$ cat src/hw/rtl/sdet_pkg.sv
// sdet_pkg: shared types, constants and codes of the scope decimate/edge trigger core.
// No dependencies; used by every module under hw/rtl.

package sdet_pkg;

   localparam int SAMPLE_W         = 16;
   localparam int SUM_W            = 24;
   localparam int SPP_W            = 8;
   localparam int PPF_W            = 7;
   localparam int QUOT_W           = 16;
   localparam int STEP_W           = $clog2(QUOT_W);
   localparam int CSR_IDX_W        = 1;
   localparam int CSR_DATA_W       = 8;
   localparam int QUEUE_DEPTH      = 4;

   localparam int POINT_DEPTH      = 1024;
   localparam int MAX_FRAME_POINTS = 64;
   localparam int EDGE_SPAN        = 10;

   localparam logic [SPP_W-1:0] SPP_RESET = 8'd4;
   localparam logic [PPF_W-1:0] PPF_RESET = 7'd64;

   localparam logic [CSR_IDX_W-1:0] CSR_SAMPLES_PER_POINT = 1'd0;
   localparam logic [CSR_IDX_W-1:0] CSR_POINTS_PER_FRAME  = 1'd1;

   typedef struct packed {
      logic signed [SAMPLE_W-1:0] sample;
      logic                       last;
   } req_type;

   typedef struct packed {
      logic signed [SAMPLE_W-1:0] point;
      logic                       last_point;
      logic                       edge_found;
   } rsp_type;

   // one queue entry: a finished group to divide and/or the end of a capture
   typedef struct packed {
      logic                    has_point;
      logic                    is_frame;
      logic signed [SUM_W-1:0] sum;
      logic [SPP_W-1:0]        spp;
   } entry_type;

   typedef enum logic [2:0] {
      BK_IDLE,
      BK_DIV,
      BK_WRITE,
      BK_READ,
      BK_LOAD
   } back_state_type;

endpackage

$ cat src/hw/rtl/sdet_queue.sv
// sdet_queue: short entry queue between the front and back parts.
// Depends on sdet_pkg.

module sdet_queue (
   input  logic                clock,
   input  logic                reset,
   input  logic                push,
   input  sdet_pkg::entry_type push_entry,
   output logic                full,
   input  logic                pop,
   output logic                not_empty,
   output sdet_pkg::entry_type head
);

   localparam int PTR_W  = $clog2(sdet_pkg::QUEUE_DEPTH);
   localparam int FILL_W = $clog2(sdet_pkg::QUEUE_DEPTH + 1);

   sdet_pkg::entry_type  ent_ff [sdet_pkg::QUEUE_DEPTH];
   logic [PTR_W-1:0]     wr_ptr_ff, rd_ptr_ff;
   logic [FILL_W-1:0]    fill_ff;

   assign full      = (fill_ff == FILL_W'(sdet_pkg::QUEUE_DEPTH));
   assign not_empty = (fill_ff != '0);
   assign head      = ent_ff[rd_ptr_ff];

   always_ff @(posedge clock) begin
      if (push) begin
         ent_ff[wr_ptr_ff] <= push_entry;
      end
   end

   always_ff @(posedge clock) begin
      if (reset) begin
         wr_ptr_ff <= '0;
         rd_ptr_ff <= '0;
         fill_ff   <= '0;
      end else begin
         if (push) begin
            wr_ptr_ff <= (wr_ptr_ff == PTR_W'(sdet_pkg::QUEUE_DEPTH - 1)) ? '0
                                                                   : wr_ptr_ff + PTR_W'(1);
         end
         if (pop) begin
            rd_ptr_ff <= (rd_ptr_ff == PTR_W'(sdet_pkg::QUEUE_DEPTH - 1)) ? '0
                                                                   : rd_ptr_ff + PTR_W'(1);
         end
         if (push && !pop) begin
            fill_ff <= fill_ff + FILL_W'(1);
         end else if (pop && !push) begin
            fill_ff <= fill_ff - FILL_W'(1);
         end
      end
   end

`ifndef SYNTHESIS
   a_no_push_full: assert property (@(posedge clock) disable iff (reset)
      full |-> !push || pop)
      else $error("push into full queue");
`endif

endmodule

$ cat config.mk
export PLATFORM = sky130hd
export DESIGN_NAME = sdet_queue
export DESIGN_NICKNAME = d
export VERILOG_FILES = /design/src/hw/rtl/sdet_pkg.sv /design/src/hw/rtl/sdet_queue.sv
export SDC_FILE = /design/constraint.sdc
export NUM_CORES = 1
export LEC_CHECK = 0
export BUFFER_PORTS_ARGS = -buffer_cell sky130_fd_sc_hd__buf_4
export CORE_MARGIN = 1.5
export CORE_UTILIZATION = 60
export CTS_CLUSTER_DIAMETER = 150
export DETAILED_ROUTE_END_ITERATION = 8
export PLACE_DENSITY = 0.91
export SLEW_MARGIN = 20
export SYNTH_ARGS = -nofsm -noshare
export SYNTH_HDL_FRONTEND = slang
export SYNTH_SLANG_ARGS = --single-unit
$ cat constraint.sdc
create_clock -name clock -period 4.4 [get_ports clock]
set_input_delay 0.22 -clock clock [delete_from_list [all_inputs] [get_ports clock]]
set_output_delay 0.22 -clock clock [all_outputs]
set_load 0.005 [all_outputs]
; ---- Yosys cells after proc, flatten, opt, wreduce, memory -nomap -nowiden
; Memories as Yosys holds them, arrays and structs flattened. A register that Yosys moved wholly into a read port is not among the register bits.
; Index checks and enable logic that the tools add are counted.
[totals]
n_memories = 1
reg_bits = 7
input_bits = 38
ramBits = 136
[mem_list]
columns = memory, words, word_bits, read_ports, rd_clocked_by_memory_dff, wr, line_no
row1 = ent_ff, 4, 34, 1, 1, 1, sdet_queue.sv:18  ; sdet_pkg::entry_type ent_ff [sdet_pkg::QUEUE_DEPTH];
[classes]
n_addsub = 4
n_eq_ne = 3
n_mux = 8
reduce_logical = 6
[ops]
columns = cell, n
row1 = $mux 2, 4
row2 = $mux 3, 2
row3 = $add 2x1->2 const B, 2
row4 = $eq 2x2->1 const B, 2
row5 = $add 3x1->3 const B, 1
row6 = $eq 3x3->1 const B, 1
row7 = $reduce_bool 3->1, 1
row8 = $sub 3x1->3 const B, 1
row9 = $logic_and 1x1->1, 2
row10 = $logic_not 1->1, 2
row11 = $mux 1, 2
row12 = $reduce_bool 2->1, 1

; ---- Longest topological paths before layout
[depth]
ltp_word = 4
ltp_mapped = 7
ltp_nobuf = 7

; ---- Worst setup path after synthesis
; OpenSTA, ideal clock, no wires.
[synth_timing]
path_type = register to register
from = register wr_ptr_ff[0]
to = memory ent_ff[3][0] in the netlist's numbering (enable)
t_arrival_ns = 1.385
synth_period_minus_slack_ns = 1.779
n_path_buf = 0
path_stages_with_launch = 3
setup_time_ns = 0.394
required_time_ns = 4.006
path_slack_ns = 2.621
cell_sequence = dfxtp_1 -> ha_1 -> and2_1
[synth_lines]
columns = element, line_no
row1 = start: declaration, sdet_queue.sv:19  ; logic [PTR_W-1:0] wr_ptr_ff, rd_ptr_ff;
row2 = start signal: assignment, sdet_queue.sv:39  ; wr_ptr_ff <= (wr_ptr_ff == PTR_W'(sdet_pkg::QUEUE_DEPTH - 1)) ? '0
row3 = end: declaration, sdet_queue.sv:18
; Straight into the memory's write port.

==> results.yml <==
die:
  core.rowCount: 34
  fp.dieW_um: 97.84
  ios: 74
  dieArea_um2: 9572
  core_um2: 8721
  die_y_um: 97.84
  start_util_pct: 61.88
sta:
  finalMaxSlewViolations: 0
  finalSetupTns_ns: 0
  fin_worst_skew_ns: 0.01007
  rsz0062_at_grt: "no"
  tightest_slew_ns: 0.9370
  min_period_ns: 2.733
  max-slew-margin-rel_pct: 37.53
  finalHoldViolCount: 0
  max_freq_ghz: 0.3660
  post-route-period-util_pct: 62.10
  setup_viol: 0
layout:
  final_nets: 388
  syn2layout_area_growth_pct: 28.19
  final_layout_size_suffix_gt1_share_pct: 39.89
  finalCoreUtilization_pct: 79.33
  fillers: 422
  fin_area_um2: 6918
  diodes: 0
critical_path:
  cp_cell_sequence: "buf_4, mux4_1, buf_4"
  reg2reg_depth: 3
  cpPeakStageDelay_ns: 0.86
  critPathLaunchType: "flip-flop"
  crit_type: "flip-flop to output pin"
  worstPathMaxFanout: 24
  cpMostUsedCell: "buf_4"
  cp.depth: 3
  end_kind: "output pin"
  crit_slowest_cell: "dfxtp_2"
  crit_buf_inv: 2
  crit_arrival_ns: 2.51
  cp_top_family: "flip-flops"
  worst_ep_required_time_ns: 4.18
power:
  p_sw_share_pct: 23.74
  peakVddDrop_mv: 0.3237
  intPower_w: 0.002473
  power_density_nw_per_um2: 468.8
  p_switching_w: 0.0007698
  power_w: 0.003243
  power.share.sequential_pct: 50.0
  clkPwrFrac_pct: 41.2
  p_leak_nw: 2.447
  combPwrFrac_pct: 8.9
cts:
  clkLatencyLatePin_ns: 0.53
  clk_pin_slew_ns: 0.06
  cts_buffers: 17
  cts.path.max_buffers: 2
  cts_tree: "done"
  htreeDepth: 4
  clock-sinks: 145
  cts_resized: 0
  cts_root_buf: "clkbuf_8"
yosys:
  syn-cell-area_um2: 5396
  ys_async_sr_fraction_pct: 0
  ys_seq_area_share_pct: 79.02
  synth_most_common_cell: "edfxtp_1"
  ys_seq_elements: 145
  netlist_instances: 222
  synth_commonest_cells: "edfxtp_1 (136), mux4_2 (30), dfxtp_1 (9)"
  yosysWarnings: 0
  synth_top_cells_by_area: "edfxtp_1 (76%), mux4_2 (13%), dfxtp_1 (3.3%)"
  syn_nets: 267
  yosysTopAreaCell: "edfxtp_1"
  synth.top_cell.area_share_pct: 75.68
  synth_area_per_cell_um2: 24.31
  synth_ff_type: "edfxtp_1"
  ys_types: 19
  synth-edff-count: 136
route:
  dr.pass1.iters: 4
  met1_length_um: 3742
  route.met3.wl_um: 478
  avgViaCountPerCell: 5.683
  final_antenna_net_count: 0
  highest_layer: "met4"
  routed_wirelength_um: 10180
  wire_per_inst_um: 21.94
  via_count: 2637
  drtIter0Drc: 166
  wl_met2_um: 5648
  drc_errors: 0
global_routing:
  grt_pass1_wl_um: 15530
  track_usage_pct: 22.95
  antenna_found_initial: 0
  grt_max_degree: 35
  grt_overflow: 0
  grt_pass1_vias: 2841
place:
  portBuffers: 73
  hpwl_um: 5145
  gp_congestion: 0.6966
  placed_area_um2: 6005
worst_hold_path:
  hold_path_class: "primary input to flip-flop"
  hold_depth: 3
job:
  drv_cap: 0
run_status:
  status: "finished clean"
per-stage QoR:
step / hold slack, ns / setup slack, ns / instances
finish: 0.03194 / 1.667 / 464
global route: 0.04820 / 1.468 / 464
CTS: 0.02971 / 1.602 / 464
detailed placement: 0.4228 / 2.154 / 396
global placement: 0.4194 / 2.164 / 396
floorplan: 0.2891 / 2.621 / 222
worst min-delay path: stages:
cell and delay, ns:
buf_4 0.13, mux2i_1 0.08, nor2_1 0.08
kinds of logic after synthesis:
logic type | synth area share [%]
compound gates | 0.2781
xor+xnor | 0.3247
fa+ha+maj | 1.762
buf+inv | 1.947
flops | 79.02
mux | 15.21
simple gates | 1.461
sequential cells by signal, indices dropped and copies added (netlist names), named ones only:
signal,flops
ent_ff,136
fill_ff,3
rd_ptr_ff,2
wr_ptr_ff,2
power by group through the flow:
| stage | registers [W] | clock network, W | logic [W] |
|---|---|---|---|
| 6_report | 0.00162 | 0.00133 | 0.000288 |
| 5_1_grt | 0.00163 | 0.00140 | 0.000309 |
| 4_1_cts | 0.00162 | 0.00134 | 0.000288 |
| 3_5_place_dp | 0.00165 | 0 | 0.000257 |
| 3_3_place_gp | 0.00164 | 0 | 0.000250 |
| 2_1_floorplan | 0.00162 | 0 | 0.000148 |
cells in the final DEF (no fill, tap or decap):
master and n:
a21oi_1 2, and2_2 4, buf_4 74, clkbuf_16 16, clkbuf_8 1, clkinv_2 1, clkinv_4 2, clkinvlp_4 1
dfxtp_1 7, dfxtp_2 2, dlygate4sd3_1 36, edfxtp_1 136, fa_1 1, ha_1 6, inv_1 4, inv_6 6
inv_8 5, mux2i_1 4, mux4_1 4, mux4_2 30, nor2_1 7, nor3b_1 2, o21ai_0 1, or3_1 2
xor2_1 2
routing by layer:
metal  vias up  global-route usage, %
met2       107                  39.31
met3        19                  5.583
met1      1338                  26.73
met4         0                  12.86
li1       1173                      -
met5         -                      0
repair_timing:
action,in CTS,in global routing
setup endpoints to repair,0,0
hold buffers,36,0
hold endpoints to repair,145,0
buffers inserted,0,0
final timing paths:
| kind | start | end | slack [ns] |
|---|---|---|---|
| worst max-delay path | flip-flop | head[14] | 1.67 |
| worst min-delay path | push | wr_ptr_ff[1] | 0.03 |
| worst max register to register | wr_ptr_ff[0] | ent_ff[0][13] | 2.59 |
| worst min register to register | fill_ff[2] | fill_ff[2] | 0.49 |
area by class of cell:
class                      instances  area (um2)  area share, %
inverter                           4       15.01         0.2170
sequential                       145        4267          61.67
tap                              108       135.1          1.953
clock inverter                    15       138.9          2.008
clock buffer                      17       414.1          5.987
multi-input combinational         65        1032          14.92
timing repair buffer             110       915.9          13.24
(Power assumes the default switching activity.)
