File: config.mk
export PLATFORM = sky130hd
export DESIGN_NAME = sdet_front
export DESIGN_NICKNAME = d
export VERILOG_FILES = /design/src/hw/rtl/sdet_pkg.sv /design/src/hw/rtl/sdet_front.sv
export SDC_FILE = /design/constraint.sdc
export NUM_CORES = 1
export LEC_CHECK = 0
export BUFFER_PORTS_ARGS = -buffer_cell sky130_fd_sc_hd__buf_2
export CORE_ASPECT_RATIO = 1.2
export CORE_MARGIN = 3
export CORE_UTILIZATION = 59
export DETAILED_ROUTE_END_ITERATION = 12
export PLACE_DENSITY = 0.89
export REMOVE_ABC_BUFFERS = 1
export SKIP_CTS_REPAIR_TIMING = 1
export SYNTH_ARGS = -nofsm -noshare
export SYNTH_HDL_FRONTEND = slang
export SYNTH_SLANG_ARGS = --single-unit
File: constraint.sdc
create_clock -name clock -period 8.5 [get_ports clock]
set_input_delay 0.425 -clock clock [delete_from_list [all_inputs] [get_ports clock]]
set_output_delay 0.425 -clock clock [all_outputs]
set_load 0.01 [all_outputs]
File: src/hw/rtl/sdet_pkg.sv
// sdet_pkg: shared types, constants and codes of the scope decimate/edge trigger core.
// No dependencies; used by every module under hw/rtl.

package sdet_pkg;

   localparam int SAMPLE_W         = 16;
   localparam int SUM_W            = 24;
   localparam int SPP_W            = 8;
   localparam int PPF_W            = 7;
   localparam int QUOT_W           = 16;
   localparam int STEP_W           = $clog2(QUOT_W);
   localparam int CSR_IDX_W        = 1;
   localparam int CSR_DATA_W       = 8;
   localparam int QUEUE_DEPTH      = 4;

   localparam int POINT_DEPTH      = 1024;
   localparam int MAX_FRAME_POINTS = 64;
   localparam int EDGE_SPAN        = 10;

   localparam logic [SPP_W-1:0] SPP_RESET = 8'd4;
   localparam logic [PPF_W-1:0] PPF_RESET = 7'd64;

   localparam logic [CSR_IDX_W-1:0] CSR_SAMPLES_PER_POINT = 1'd0;
   localparam logic [CSR_IDX_W-1:0] CSR_POINTS_PER_FRAME  = 1'd1;

   typedef struct packed {
      logic signed [SAMPLE_W-1:0] sample;
      logic                       last;
   } req_type;

   typedef struct packed {
      logic signed [SAMPLE_W-1:0] point;
      logic                       last_point;
      logic                       edge_found;
   } rsp_type;

   // one queue entry: a finished group to divide and/or the end of a capture
   typedef struct packed {
      logic                    has_point;
      logic                    is_frame;
      logic signed [SUM_W-1:0] sum;
      logic [SPP_W-1:0]        spp;
   } entry_type;

   typedef enum logic [2:0] {
      BK_IDLE,
      BK_DIV,
      BK_WRITE,
      BK_READ,
      BK_LOAD
   } back_state_type;

endpackage

File: src/hw/rtl/sdet_front.sv
// sdet_front: takes sample items, sums each group and hands queue entries on.
// Depends on sdet_pkg.

module sdet_front (
   input  logic                               clock,
   input  logic                               reset,
   input  logic                               req_valid,
   output logic                               req_stall,
   input  sdet_pkg::req_type                  req_data,
   input  logic [sdet_pkg::SPP_W-1:0]         spp_cfg,
   input  logic                               q_full,
   output logic                               q_push,
   output sdet_pkg::entry_type                q_entry
);

   logic signed [sdet_pkg::SUM_W-1:0] sum_ff, sum_in;
   logic [sdet_pkg::SPP_W-1:0]        cnt_ff, cnt_in;
   logic [sdet_pkg::SPP_W-1:0]        spp_eff;
   logic                              accept;
   logic                              complete;

   assign req_stall = q_full;
   assign accept    = req_valid && !q_full;
   assign spp_eff   = (spp_cfg == '0) ? sdet_pkg::SPP_W'(1) : spp_cfg;

   always_comb begin
      sum_in   = sum_ff + sdet_pkg::SUM_W'(req_data.sample);
      cnt_in   = cnt_ff + sdet_pkg::SPP_W'(1);
      complete = (cnt_in >= spp_eff);
   end

   assign q_push            = accept && (complete || req_data.last);
   assign q_entry.has_point = complete;
   assign q_entry.is_frame  = req_data.last;
   assign q_entry.sum       = sum_in;
   assign q_entry.spp       = spp_eff;

   always_ff @(posedge clock) begin
      if (reset) begin
         sum_ff <= '0;
         cnt_ff <= '0;
      end else if (accept) begin
         if (complete || req_data.last) begin
            sum_ff <= '0;
            cnt_ff <= '0;
         end else begin
            sum_ff <= sum_in;
            cnt_ff <= cnt_in;
         end
      end
   end

endmodule

# Yosys cells after proc, flatten, opt, wreduce, memory -nomap -nowiden
# Index checks and enable logic that the tools add are counted.
[op_classes]
n_addsub = 2
n_lt_le_gt_ge = 1
muxes = 3
reduce_logical = 5
[ops]
columns = ["op", "n"]
rows = [
  ["adder 24 x 16 -> 24 bit", 1],
  ["two-way mux 24 bit", 1],
  ["two-way mux 8 bit", 2],
  ["adder 8 x 1 -> 8 bit, second input constant", 1],
  [">= comparator 8 bit", 1],
  ["zero test 8 bit", 1],
  ["logical AND 1 bit", 2],
  ["zero test 1 bit", 1],
  ["logical OR 1 bit", 1],
]
[word_totals]
reg_bits = 32
inputBits = 29
elab_cells = 13

# Logic depth before layout (Yosys ltp)
# Gate-level depths: netlist of the first run.
[depth]
word_depth = 5
depth_mapped = 12
mapped_depth_nobuf = 11

# Least setup slack after synthesis of the first run
# OpenSTA, ideal clock, no wires.
[synth_timing]
path_type = "input to output"
start = "in req_data[1] (netlist bit)"
end = "out q_entry[26] (netlist bit)"
arrival_ps = 2726
t_required_ps = 8075
setup_slack_ps = 5349
path_stages = 9
n_path_buf = 0
cell_sequence = "ha_1 -> fa_1 -> a21o_1 -> a31o_2 -> a31o_4 -> o311a_4 -> o21ba_1 -> or3_1 -> and2_2"
[synth_rtl]
columns = ["element", "line", "rtl"]
rows = [
  ["from (decl)", "sdet_front.sv:9", "input sdet_pkg::req_type req_data,"],
  ["to (decl)", "sdet_front.sv:13", "output sdet_pkg::entry_type q_entry"],
]

# Worst setup path in the final report of the first run
[layout_timing]
start = "reg cnt_ff[2] (netlist bit)"
end = "out q_push"
[layout_between]
elab_chain_cells = 4
[layout_rtl]
columns = ["element", "line", "rtl"]
rows = [
  ["from (decl)", "sdet_front.sv:17", "logic [sdet_pkg::SPP_W-1:0] cnt_ff, cnt_in;"],
  ["from (signal assigned)", "sdet_front.sv:48", "cnt_ff <= cnt_in;"],
  ["adder 8 x 1 -> 8 bit", "sdet_front.sv:28", "cnt_in = cnt_ff + sdet_pkg::SPP_W'(1);"],
  [">= comparator 8 bit", "sdet_front.sv:29", "complete = (cnt_in >= spp_eff);"],
  ["logical OR 1 bit", "sdet_front.sv:32", "assign q_push = accept && (complete || req_data.last);"],
  ["logical AND 1 bit", "sdet_front.sv:32", ""],
  ["to (decl)", "sdet_front.sv:12", "output logic q_push,"],
]
# Every way passes these cells.

==> impl_metrics.yaml, run 1 <==
place:
  dp_slack_ns: 5.026
  port_buffers: 64
  place_area_um2: 3028
  dpl.hpwl_mm: 5.086
  place_congestion: 0.9464
floorplanning:
  die_w_um: 68.33
  fp.dieArea_um2: 5520
  core_um2: 4392
  fp-row-count: 26
  io_pins: 65
  start_util_pct: 62.62
  die_h_um: 80.79
worst_hold_path:
  hold_class: "flip-flop to flip-flop"
cts:
  cts_tree: "done"
  cts-root-buf: "clkbuf_8"
  htree_levels: 2
  numClockSinks: 32
  ctsLongestPathBuffers: 2
  cts.reportedPaths.clkPinSlew_ns: 0.07
  clkLatencyLatePin_ns: 0.29
  numCtsBuffers: 5
yosys:
  synth_ff_type: "dfxtp_1"
  muxShareOfSynthArea_pct: 0.3640
  synth_edf_count: 0
  seq_area_frac_synth_pct: 23.29
  ys_seq_elements: 32
  yosys.area_share.simple_pct: 19.29
  ys_warn_count: 0
  synthArstFlopShare_pct: 0
  avgSynthCellArea_um2: 7.880
  synthXorXnorAreaFrac_pct: 7.643
  yosysUniqueCellTypes: 52
  synth_top_family_by_area: "compound AO/OA/AOI/OAI gates"
  synthesis.area_um2: 2750
  synthAdderAreaFrac_pct: 15.29
  synthCells: 349
  synth_compound_area_share_pct: 28.66
detailed_routing:
  first_iter_violations: 144
  drc: 0
  dr.pass1.iters: 4
  detail-route-antenna-nets: 0
  routed_wirelength_mm: 6.751
  via_count: 2770
  vias_per_cell: 6.156
  routedWlPerCell_um: 15.00
worst_setup_path:
  critPathLaunchType: "flip-flop"
  rrSetupSlack_ns: 5.06
  cp.arrival_ns: 3.23
  cp-end-kind: "output pin"
  crit_path_max_fanout: 11
  crit_type: "flip-flop to output pin"
  timing.critical_path.required_ns: 8.08
power_and_ir_drop:
  p_total_mw: 0.3928
  pwr_density_cell_nw_per_um2: 126.0
  p_leak_nw: 1.541
  ir_drop_mv: 0.09873
status:
  run_status: "finished, final reports clean"
sta:
  rsz0062_at_grt: "no"
  final.min_clock_period_ns: 3.654
  fin_ws_ns: 4.846
  max_slew_margin_pct: 33.72
  period_share_pct: 42.98
  setup-tns-final_ns: 0
  finalSetupViolations: 0
  tightest_slew_ns: 0.9942
  clock_skew_ns: 0.005647
  hold_viol: 0
  finalMaxSlewViolations: 0
  fmax_mhz: 273.7
global_routing:
  grt_pass1_vias: 2642
  antenna_found_initial: 0
  grt_use_total_pct: 25.91
  grt_max_degree: 30
  gr-total-overflow: 0
  grt_pass1_wl_mm: 11.18
layout:
  drive_gt1_share_pct: 20.30
  areaGrowthSynthToFinish_pct: 13.38
  final_area_um2: 3118
  insertedDiodeCount: 0
  nets: 455
flow_run:
  cap_violations: 0
-- through the flow --
step / hold slack, ns / cells / util, %
floorplan: 0.4291 / 322 / -
global placement: 0.4440 / 442 / 68.95
detailed placement: 0.4494 / 442 / 68.95
CTS: 0.4591 / 450 / 71.00
global route: 0.4763 / 450 / 71.00
finish: 0.4588 / 450 / 71.00
-- cell usage after synthesis (all sizes together) (2+ instances only) --
| master | number | area [µm²] |
|---|---|---|
| and4 | 2 | 17.52 |
| nand2b | 3 | 18.77 |
| nand4 | 7 | 43.79 |
| ha | 32 | 400.4 |
| and3 | 5 | 31.28 |
| o21a | 2 | 15.01 |
| a22oi | 8 | 60.06 |
| nand3 | 16 | 80.08 |
| or3 | 4 | 26.28 |
| inv | 10 | 37.54 |
| xnor2 | 14 | 122.6 |
| a211oi | 6 | 45.04 |
| a21o | 15 | 113.9 |
| a31oi | 2 | 12.51 |
| o31a | 2 | 18.77 |
| nor3 | 5 | 30.03 |
| o211ai | 4 | 30.03 |
| xor2 | 10 | 87.58 |
| buf | 3 | 22.52 |
| a22o | 7 | 61.31 |
| o21ai | 24 | 120.1 |
| nor2 | 23 | 86.33 |
| nor4b | 2 | 17.52 |
| nand2 | 24 | 90.09 |
| nand3b | 4 | 30.03 |
| a21oi | 35 | 175.2 |
| and2 | 4 | 26.28 |
| nor2b | 2 | 12.51 |
| clkbuf | 24 | 90.09 |
| a31o | 3 | 35.04 |
| dfxtp | 32 | 640.6 |
-- area by class of cell --
cell class                 count  area [µm²]
multi-input combinational    280        1959
inverter                      10       37.54
sequential                    32       640.6
fill                         366        1274
timing repair buffer          64       320.3
clock buffer                   8       90.09
tap                           56       70.07
-- state kept, by name, indices dropped and copies added (netlist names) --
name	flops
sum_ff	24
cnt_ff	8
-- cell usage in the layout, fill, tap and decap left out, types with 2 or more instances in the layout --
cell / instances
o21ai_0: 24
a22oi_1: 8
xor2_1: 10
and4_1: 2
and3_1: 5
and2_1: 3
nor2_1: 23
xnor2_1: 14
o21a_1: 2
inv_1: 10
nand3_1: 16
clkbuf_8: 6
nand2b_1: 3
a211oi_1: 6
a22o_1: 7
nand2_1: 24
nor3_1: 4
clkbuf_1: 2
o211ai_1: 4
a21o_1: 14
nand3b_1: 4
a31oi_1: 2
or3_1: 3
nor2b_1: 2
nand4_1: 7
buf_2: 64
a21oi_1: 35
ha_1: 32
dfxtp_1: 32
nor4b_1: 2
a31o_2: 2
-- logic make-up after synthesis --
logic type | count (synthesis)
multiplexers | 1
AO/OA/AOI/OAI | 118
buffers and inverters | 37
XOR/XNOR | 24
flip-flops | 32
AND/OR/NAND/NOR | 104
adder cells (fa/ha/maj) | 33
-- path summary, 6_finish.rpt --
check,startpoint,to,depth (start not counted)
max reg2reg,cnt_ff[2],sum_ff[14],11
min,sum_ff[2],sum_ff[2],2
max,cnt_ff[2],q_push,11
min reg2reg,sum_ff[2],sum_ff[2],2
-- worst max-delay path, cell delays in order (launching register included) --
cell     delay, ns
dfxtp_1       0.40
and3_1        0.26
and3_1        0.25
xor2_1        0.21
ha_1          0.27
a21o_1        0.18
a21o_1        0.17
a21oi_1       0.17
o21ai_0       0.14
nor2_1        0.61
nor2_1        0.09
buf_2         0.18
-- report_power, final --
group / internal (mW) / total (mW) / switching [mW]
sequential: 0.154 / 0.157 / 0.00302
combinational: 0.0465 / 0.114 / 0.0678
clock: 0.0660 / 0.121 / 0.0551
total: 0.267 / 0.393 / 0.126
-- routing by layer --
layer | vias to the layer above | GRT usage (%) | share of wire [%]
li1 | 1365 | - | -
met1 | 1297 | 28.05 | 41
met2 | 88 | 47.64 | 51
met3 | 20 | 4.703 | 5.2
met4 | 0 | 11.53 | 2.2
met5 | - | 0 | 0
(Power assumes the default switching activity.)
==> run 2: changes to the inputs <==
--- a/config.mk
+++ b/config.mk
@@ -5,12 +5,13 @@
 export SDC_FILE = /design/constraint.sdc
 export NUM_CORES = 1
 export LEC_CHECK = 0
+export ABC_AREA = 1
 export BUFFER_PORTS_ARGS = -buffer_cell sky130_fd_sc_hd__buf_2
 export CORE_ASPECT_RATIO = 1.2
 export CORE_MARGIN = 3
-export CORE_UTILIZATION = 59
+export CORE_UTILIZATION = 56
 export DETAILED_ROUTE_END_ITERATION = 12
-export PLACE_DENSITY = 0.89
+export PLACE_DENSITY = 0.83
 export REMOVE_ABC_BUFFERS = 1
 export SKIP_CTS_REPAIR_TIMING = 1
 export SYNTH_ARGS = -nofsm -noshare
==> constraint.sdc (replaced) <==
create_clock -name clock -period 3.5 [get_ports clock]
set_input_delay 0.175 -clock clock [delete_from_list [all_inputs] [get_ports clock]]
set_output_delay 0.175 -clock clock [all_outputs]
set_load 0.01 [all_outputs]
==> impl_metrics.yaml, run 2 <==
layout:
  final_area_um2: 3652
  layout_common_cells: "nand2_1 (221), inv_1 (93), buf_2 (64)"
  nets: 680
  mostFrequentLayoutCell: "nand2_1"
  fin_cells: 681
  largest_reg_flops: 24
  areaGrowthSynthToFinish_pct: 13.14
  post-route-util_pct: 67.10
  insertedDiodeCount: 0
  largest_register: "sum_ff"
  drive_gt1_share_pct: 13.09
  top_regs: "sum_ff: 24 flops, cnt_ff: 8 flops"
  num-fill-cells: 530
worst_setup_path:
  timing.critical_path.required_ns: 3.32
  r2r_start: "cnt_ff[0]"
  crit_path_start: "cnt_ff[0]"
  crit_path_max_fanout: 5
  crit_type: "flip-flop to output pin"
  critPathLaunchType: "flip-flop"
  rr_endpoint: "sum_ff[17]"
  crit_end: "q_push"
  rrSetupSlack_ns: 0.87
  r2r_cells: 13
  cp-end-kind: "output pin"
  cp.arrival_ns: 2.48
sta:
  fin_ws_ns: 0.8434
  period_share_pct: 75.90
  finalSetupViolations: 0
  fmax_mhz: 376.4
  hold_viol: 0
  tightest_slew_ns: 0.6221
  finalMaxSlewViolations: 0
  max_slew_margin_pct: 58.53
  rsz0062_at_grt: "no"
  hold_ws_ns: 0.2803
  final.min_clock_period_ns: 2.657
  setup-tns-final_ns: 0
  clock_skew_ns: 0.004873
yosys:
  seq_area_frac_synth_pct: 19.84
  synth_ff_type: "dfxtp_1"
  synthTopCellsByArea: "nand2_1 (26%), dfxtp_1 (20%), ha_1 (12%)"
  synthCells: 563
  yosysMostFrequentCell: "nand2_1"
  synth_edf_count: 0
  synthArstFlopShare_pct: 0
  yosysUniqueCellTypes: 26
  ys_seq_elements: 32
  avgSynthCellArea_um2: 5.734
  yosys.area.top_type: "nand2_1"
  synthesis.area_um2: 3228
  synth_common_cells: "nand2_1 (221), inv_1 (93), a21oi_1 (48)"
  yosysTopAreaCellShare_pct: 25.70
  ys_warn_count: 0
floorplanning:
  core_um2: 5443
  die_h_um: 89.17
  fp.dieArea_um2: 6715
  die_w_um: 75.31
  start_util_pct: 59.31
  io_pins: 65
  fp-row-count: 29
place:
  port_buffers: 64
  place_area_um2: 3560
  place_congestion: 0.9575
  dp_slack_ns: 0.8748
  dpl.hpwl_mm: 6.523
  post-place-cells: 673
global_routing:
  grt_use_total_pct: 25.70
  grt_max_degree: 35
  grt_pass1_vias: 3277
  grt_pass1_wl_mm: 13.57
  antenna_found_initial: 0
  gr-total-overflow: 0
cts:
  htree_levels: 2
  clkLatencyLatePin_ns: 0.30
  numCtsBuffers: 5
  cts_tree: "done"
  ctsLongestPathBuffers: 2
  cts-root-buf: "clkbuf_8"
  numClockSinks: 32
  cts.reportedPaths.clkPinSlew_ns: 0.08
power_and_ir_drop:
  ir_drop_mv: 0.1491
  p_total_mw: 0.9826
  p_leak_nw: 2.116
  pwr_density_cell_nw_per_um2: 269.0
worst_hold_path:
  hold_class: "input port to flip-flop"
detailed_routing:
  detail-route-antenna-nets: 0
  drc: 0
  dr.pass1.iters: 4
  first_iter_violations: 109
  routedWlPerCell_um: 11.96
  via_count: 3465
  routed_wirelength_mm: 8.146
  vias_per_cell: 5.088
status:
  run_status: "finished, final reports clean"
flow_run:
  cap_violations: 0
## run 2: power by group
group	leakage [nW]	internal, mW	switching, mW
clock network	0.0404	0.141	0.161
logic	1.82	0.112	0.188
registers	0.259	0.374	0.00662
total	2.12	0.627	0.356
## run 2: area by class of cell
| type | count | area [µm²] | share of cell area [%] |
|---|---|---|---|
| flip-flops and latches | 32 | 640.6 | 17.54 |
| multi-input cells | 418 | 2146 | 58.75 |
| clock inverters | 3 | 23.77 | 0.6509 |
| clock buffers | 5 | 68.82 | 1.884 |
| well taps | 62 | 77.57 | 2.124 |
| repair buffers | 67 | 342.8 | 9.387 |
| inverters | 94 | 352.8 | 9.661 |
## run 2: kinds of logic (layout without fill, tap and decap cells)
kind of cell | after synthesis | count (layout) | share of synthesized area [%]
buffers and inverters | 113 | 169 | 13.68
DFF | 32 | 32 | 19.84
adders and majority gates | 33 | 33 | 13.02
and+or+nand+nor | 317 | 317 | 40.62
xor gates and xnor gates | 17 | 17 | 4.613
AOI/OAI and AO/OA | 51 | 51 | 8.217
## run 2: worst min path at each step
stage | from | to | slack [ns] | cells after the start
floorplan | reset | cnt_ff[1] | 0.24 | 1
global route | req_data[1] | sum_ff[0] | 0.34 | 4
detailed placement | sum_ff[2] | sum_ff[2] | 0.46 | 2
finish | req_data[1] | sum_ff[0] | 0.28 | 4
global placement | sum_ff[6] | sum_ff[6] | 0.46 | 2
CTS | req_data[1] | sum_ff[0] | 0.27 | 4
## run 2: metal layers
metal / track usage, % / up-vias / share of wire, % / wire length [µm]
li1: - / 1846 / - / -
met1: 28.06 / 1512 / 43 / 3510
met3: 5.062 / 20 / 4.8 / 389
met4: 9.857 / 0 / 2.5 / 202
met5: 0 / - / 0 / 0
met2: 47.76 / 87 / 50 / 4043
## run 2: worst max-delay path, stage by stage, from the launching register on
cell and delay, ns:
dfxtp_1 0.41, ha_1 0.21, nand3_1 0.11, nand3b_1 0.20, xnor2_1 0.24, ha_1 0.27, nand2_1 0.07, a21oi_1 0.04
nor2_1 0.17, nand4_1 0.18, nand2_1 0.09, inv_1 0.04, buf_2 0.13
==> run 3: changes to the inputs <==
--- a/config.mk
+++ b/config.mk
@@ -5,11 +5,11 @@
 export SDC_FILE = /design/constraint.sdc
 export NUM_CORES = 1
 export LEC_CHECK = 0
-export ABC_AREA = 1
+export ABC_AREA = 0
 export BUFFER_PORTS_ARGS = -buffer_cell sky130_fd_sc_hd__buf_2
 export CORE_ASPECT_RATIO = 1.2
 export CORE_MARGIN = 3
-export CORE_UTILIZATION = 56
+export CORE_UTILIZATION = 55
 export DETAILED_ROUTE_END_ITERATION = 12
 export PLACE_DENSITY = 0.83
 export REMOVE_ABC_BUFFERS = 1
==> constraint.sdc (replaced) <==
create_clock -name clock -period 2.6 [get_ports clock]
set_input_delay 0.13 -clock clock [delete_from_list [all_inputs] [get_ports clock]]
set_output_delay 0.13 -clock clock [all_outputs]
set_load 0.01 [all_outputs]
==> impl_metrics.yaml, run 3 (same netlist as run 1, synthesis figures left out) <==
power_and_ir_drop:
  pwr_density_cell_nw_per_um2: 395.7
  p_total_mw: 1.545
  p_leak_nw: 1.884
  ir_drop_mv: 0.4776
layout:
  top_regs: "sum_ff: 24 flops, cnt_ff: 8 flops"
  num-fill-cells: 280
  areaGrowthSynthToFinish_pct: 41.99
  largest_reg_flops: 24
  post-route-util_pct: 83.16
  multiInputGateArea_um2: 2300
  layout_common_cells: "buf_2 (62), buf_4 (42), ha_1 (30)"
  drive_gt1_share_pct: 41.18
  nets: 503
  regArea_um2: 649.4
  largest_register: "sum_ff"
  mostFrequentLayoutCell: "buf_2"
  insertedDiodeCount: 0
sta:
  hold_viol: 0
  period_share_pct: 121.3
  rsz0062_at_grt: "yes"
  finalMaxSlewViolations: 0
  fin_ws_ns: -0.5537
  fmax_mhz: 317.1
  tightest_slew_ns: 0.8100
  finalSetupViolations: 38
  max_slew_margin_pct: 45.80
  clock_skew_ns: 0.007342
  final.min_clock_period_ns: 3.154
global_routing:
  grt_pass1_vias: 2801
  gr-total-overflow: 0
  grt_pass1_wl_mm: 12.15
  grt_use_total_pct: 24.27
  antenna_found_initial: 0
  grt_max_degree: 30
worst_setup_path:
  cp.arrival_ns: 3.02
  cp-end-kind: "output pin"
  timing.critical_path.required_ns: 2.47
  critPathLaunchType: "flip-flop"
  crit_path_max_fanout: 3
  crit_type: "flip-flop to output pin"
cts:
  cts-root-buf: "clkbuf_8"
  clkLatencyLatePin_ns: 0.29
  cts.reportedPaths.clkPinSlew_ns: 0.07
  ctsLongestPathBuffers: 2
  numCtsBuffers: 5
  cts_tree: "done"
  htree_levels: 2
  numClockSinks: 32
floorplanning:
  die_h_um: 83.46
  die_w_um: 70.55
  core_um2: 4696
  io_pins: 65
  fp-row-count: 27
  start_util_pct: 58.57
  fp.dieArea_um2: 5888
detailed_routing:
  via_count: 3191
  routed_wirelength_mm: 9.131
  routedWlPerCell_um: 18.26
  detail-route-antenna-nets: 0
  drc: 0
  first_iter_violations: 246
  vias_per_cell: 6.382
  dr.pass1.iters: 6
place:
  place_congestion: 0.9207
  dpl.hpwl_mm: 5.337
  port_buffers: 64
status:
  violations: "setup timing"
  run_status: "finished, violations left"
worst_hold_path:
  hold_class: "input port to flip-flop"
flow_run:
  cap_violations: 0
run 3: changes by cell type in the layout (fill, tap and decap cells not counted), sizes merged, moves of 13 or more:
cell   delta
nand2   -198
inv      -83
buf      +45
o21ai    +24
nand3    -17
a21o     +14
a21oi    -13
nor2     -13
run 3: routing by layer:
metal,track usage (%),routed length [µm]
met2,43.36,4765
met1,29.42,3418
met3,3.855,579
met5,0,0
met4,7.521,367
run 3: worst max-delay path, cell delays in order, from the launching register on:
cell and delay, ns:
dfxtp_4 0.36, ha_4 0.17, fa_2 0.39, a21o_1 0.22
a31o_4 0.24, a31o_4 0.24, o311a_4 0.32, o21ba_4 0.20
or3_4 0.33, and2_4 0.16, buf_6 0.11
run 3: cell type report:
cell class                 instances  share of cell area, %
inverter                          10                 0.9612
tap                               58                  1.858
clock inverter                     1                 0.7690
multi-input combinational        280                  58.89
clock buffer                       7                  2.467
sequential                        32                  16.63
timing repair buffer             112                  18.42
run 3: per-stage QoR:
stage	area, µm²	hold slack [ns]	std cells	setup slack [ns]	TNS, ns
3_3_place_gp	3226	0.4440	470	-0.2144	-0.8816
2_1_floorplan	2638	0.1991	322	-0.1367	-1.964
4_1_cts	3352	0.2633	478	-0.6277	-5.751
3_5_place_dp	3226	0.4522	470	-0.2982	-2.372
5_1_grt	3905	0.2911	500	-0.6139	-10.16
6_report	3905	0.2843	500	-0.5537	-5.714
run 3: final timing paths:
| check | startpoint | end | slack (ns) | depth (start not counted) |
|---|---|---|---|---|
| max | sum_ff[0] | q_entry[26] | -0.55 | 10 |
| min reg2reg | sum_ff[22] | sum_ff[22] | 0.45 | 2 |
| min | req_data[1] | sum_ff[0] | 0.28 | 4 |
| max reg2reg | sum_ff[0] | sum_ff[18] | -0.22 | 9 |
run 3: where the power goes:
group          total, mW  internal, mW  switching [mW]
Sequential         0.515         0.503          0.0114
Clock              0.540         0.338           0.202
Combinational      0.490         0.216           0.274
Total               1.55          1.06           0.487
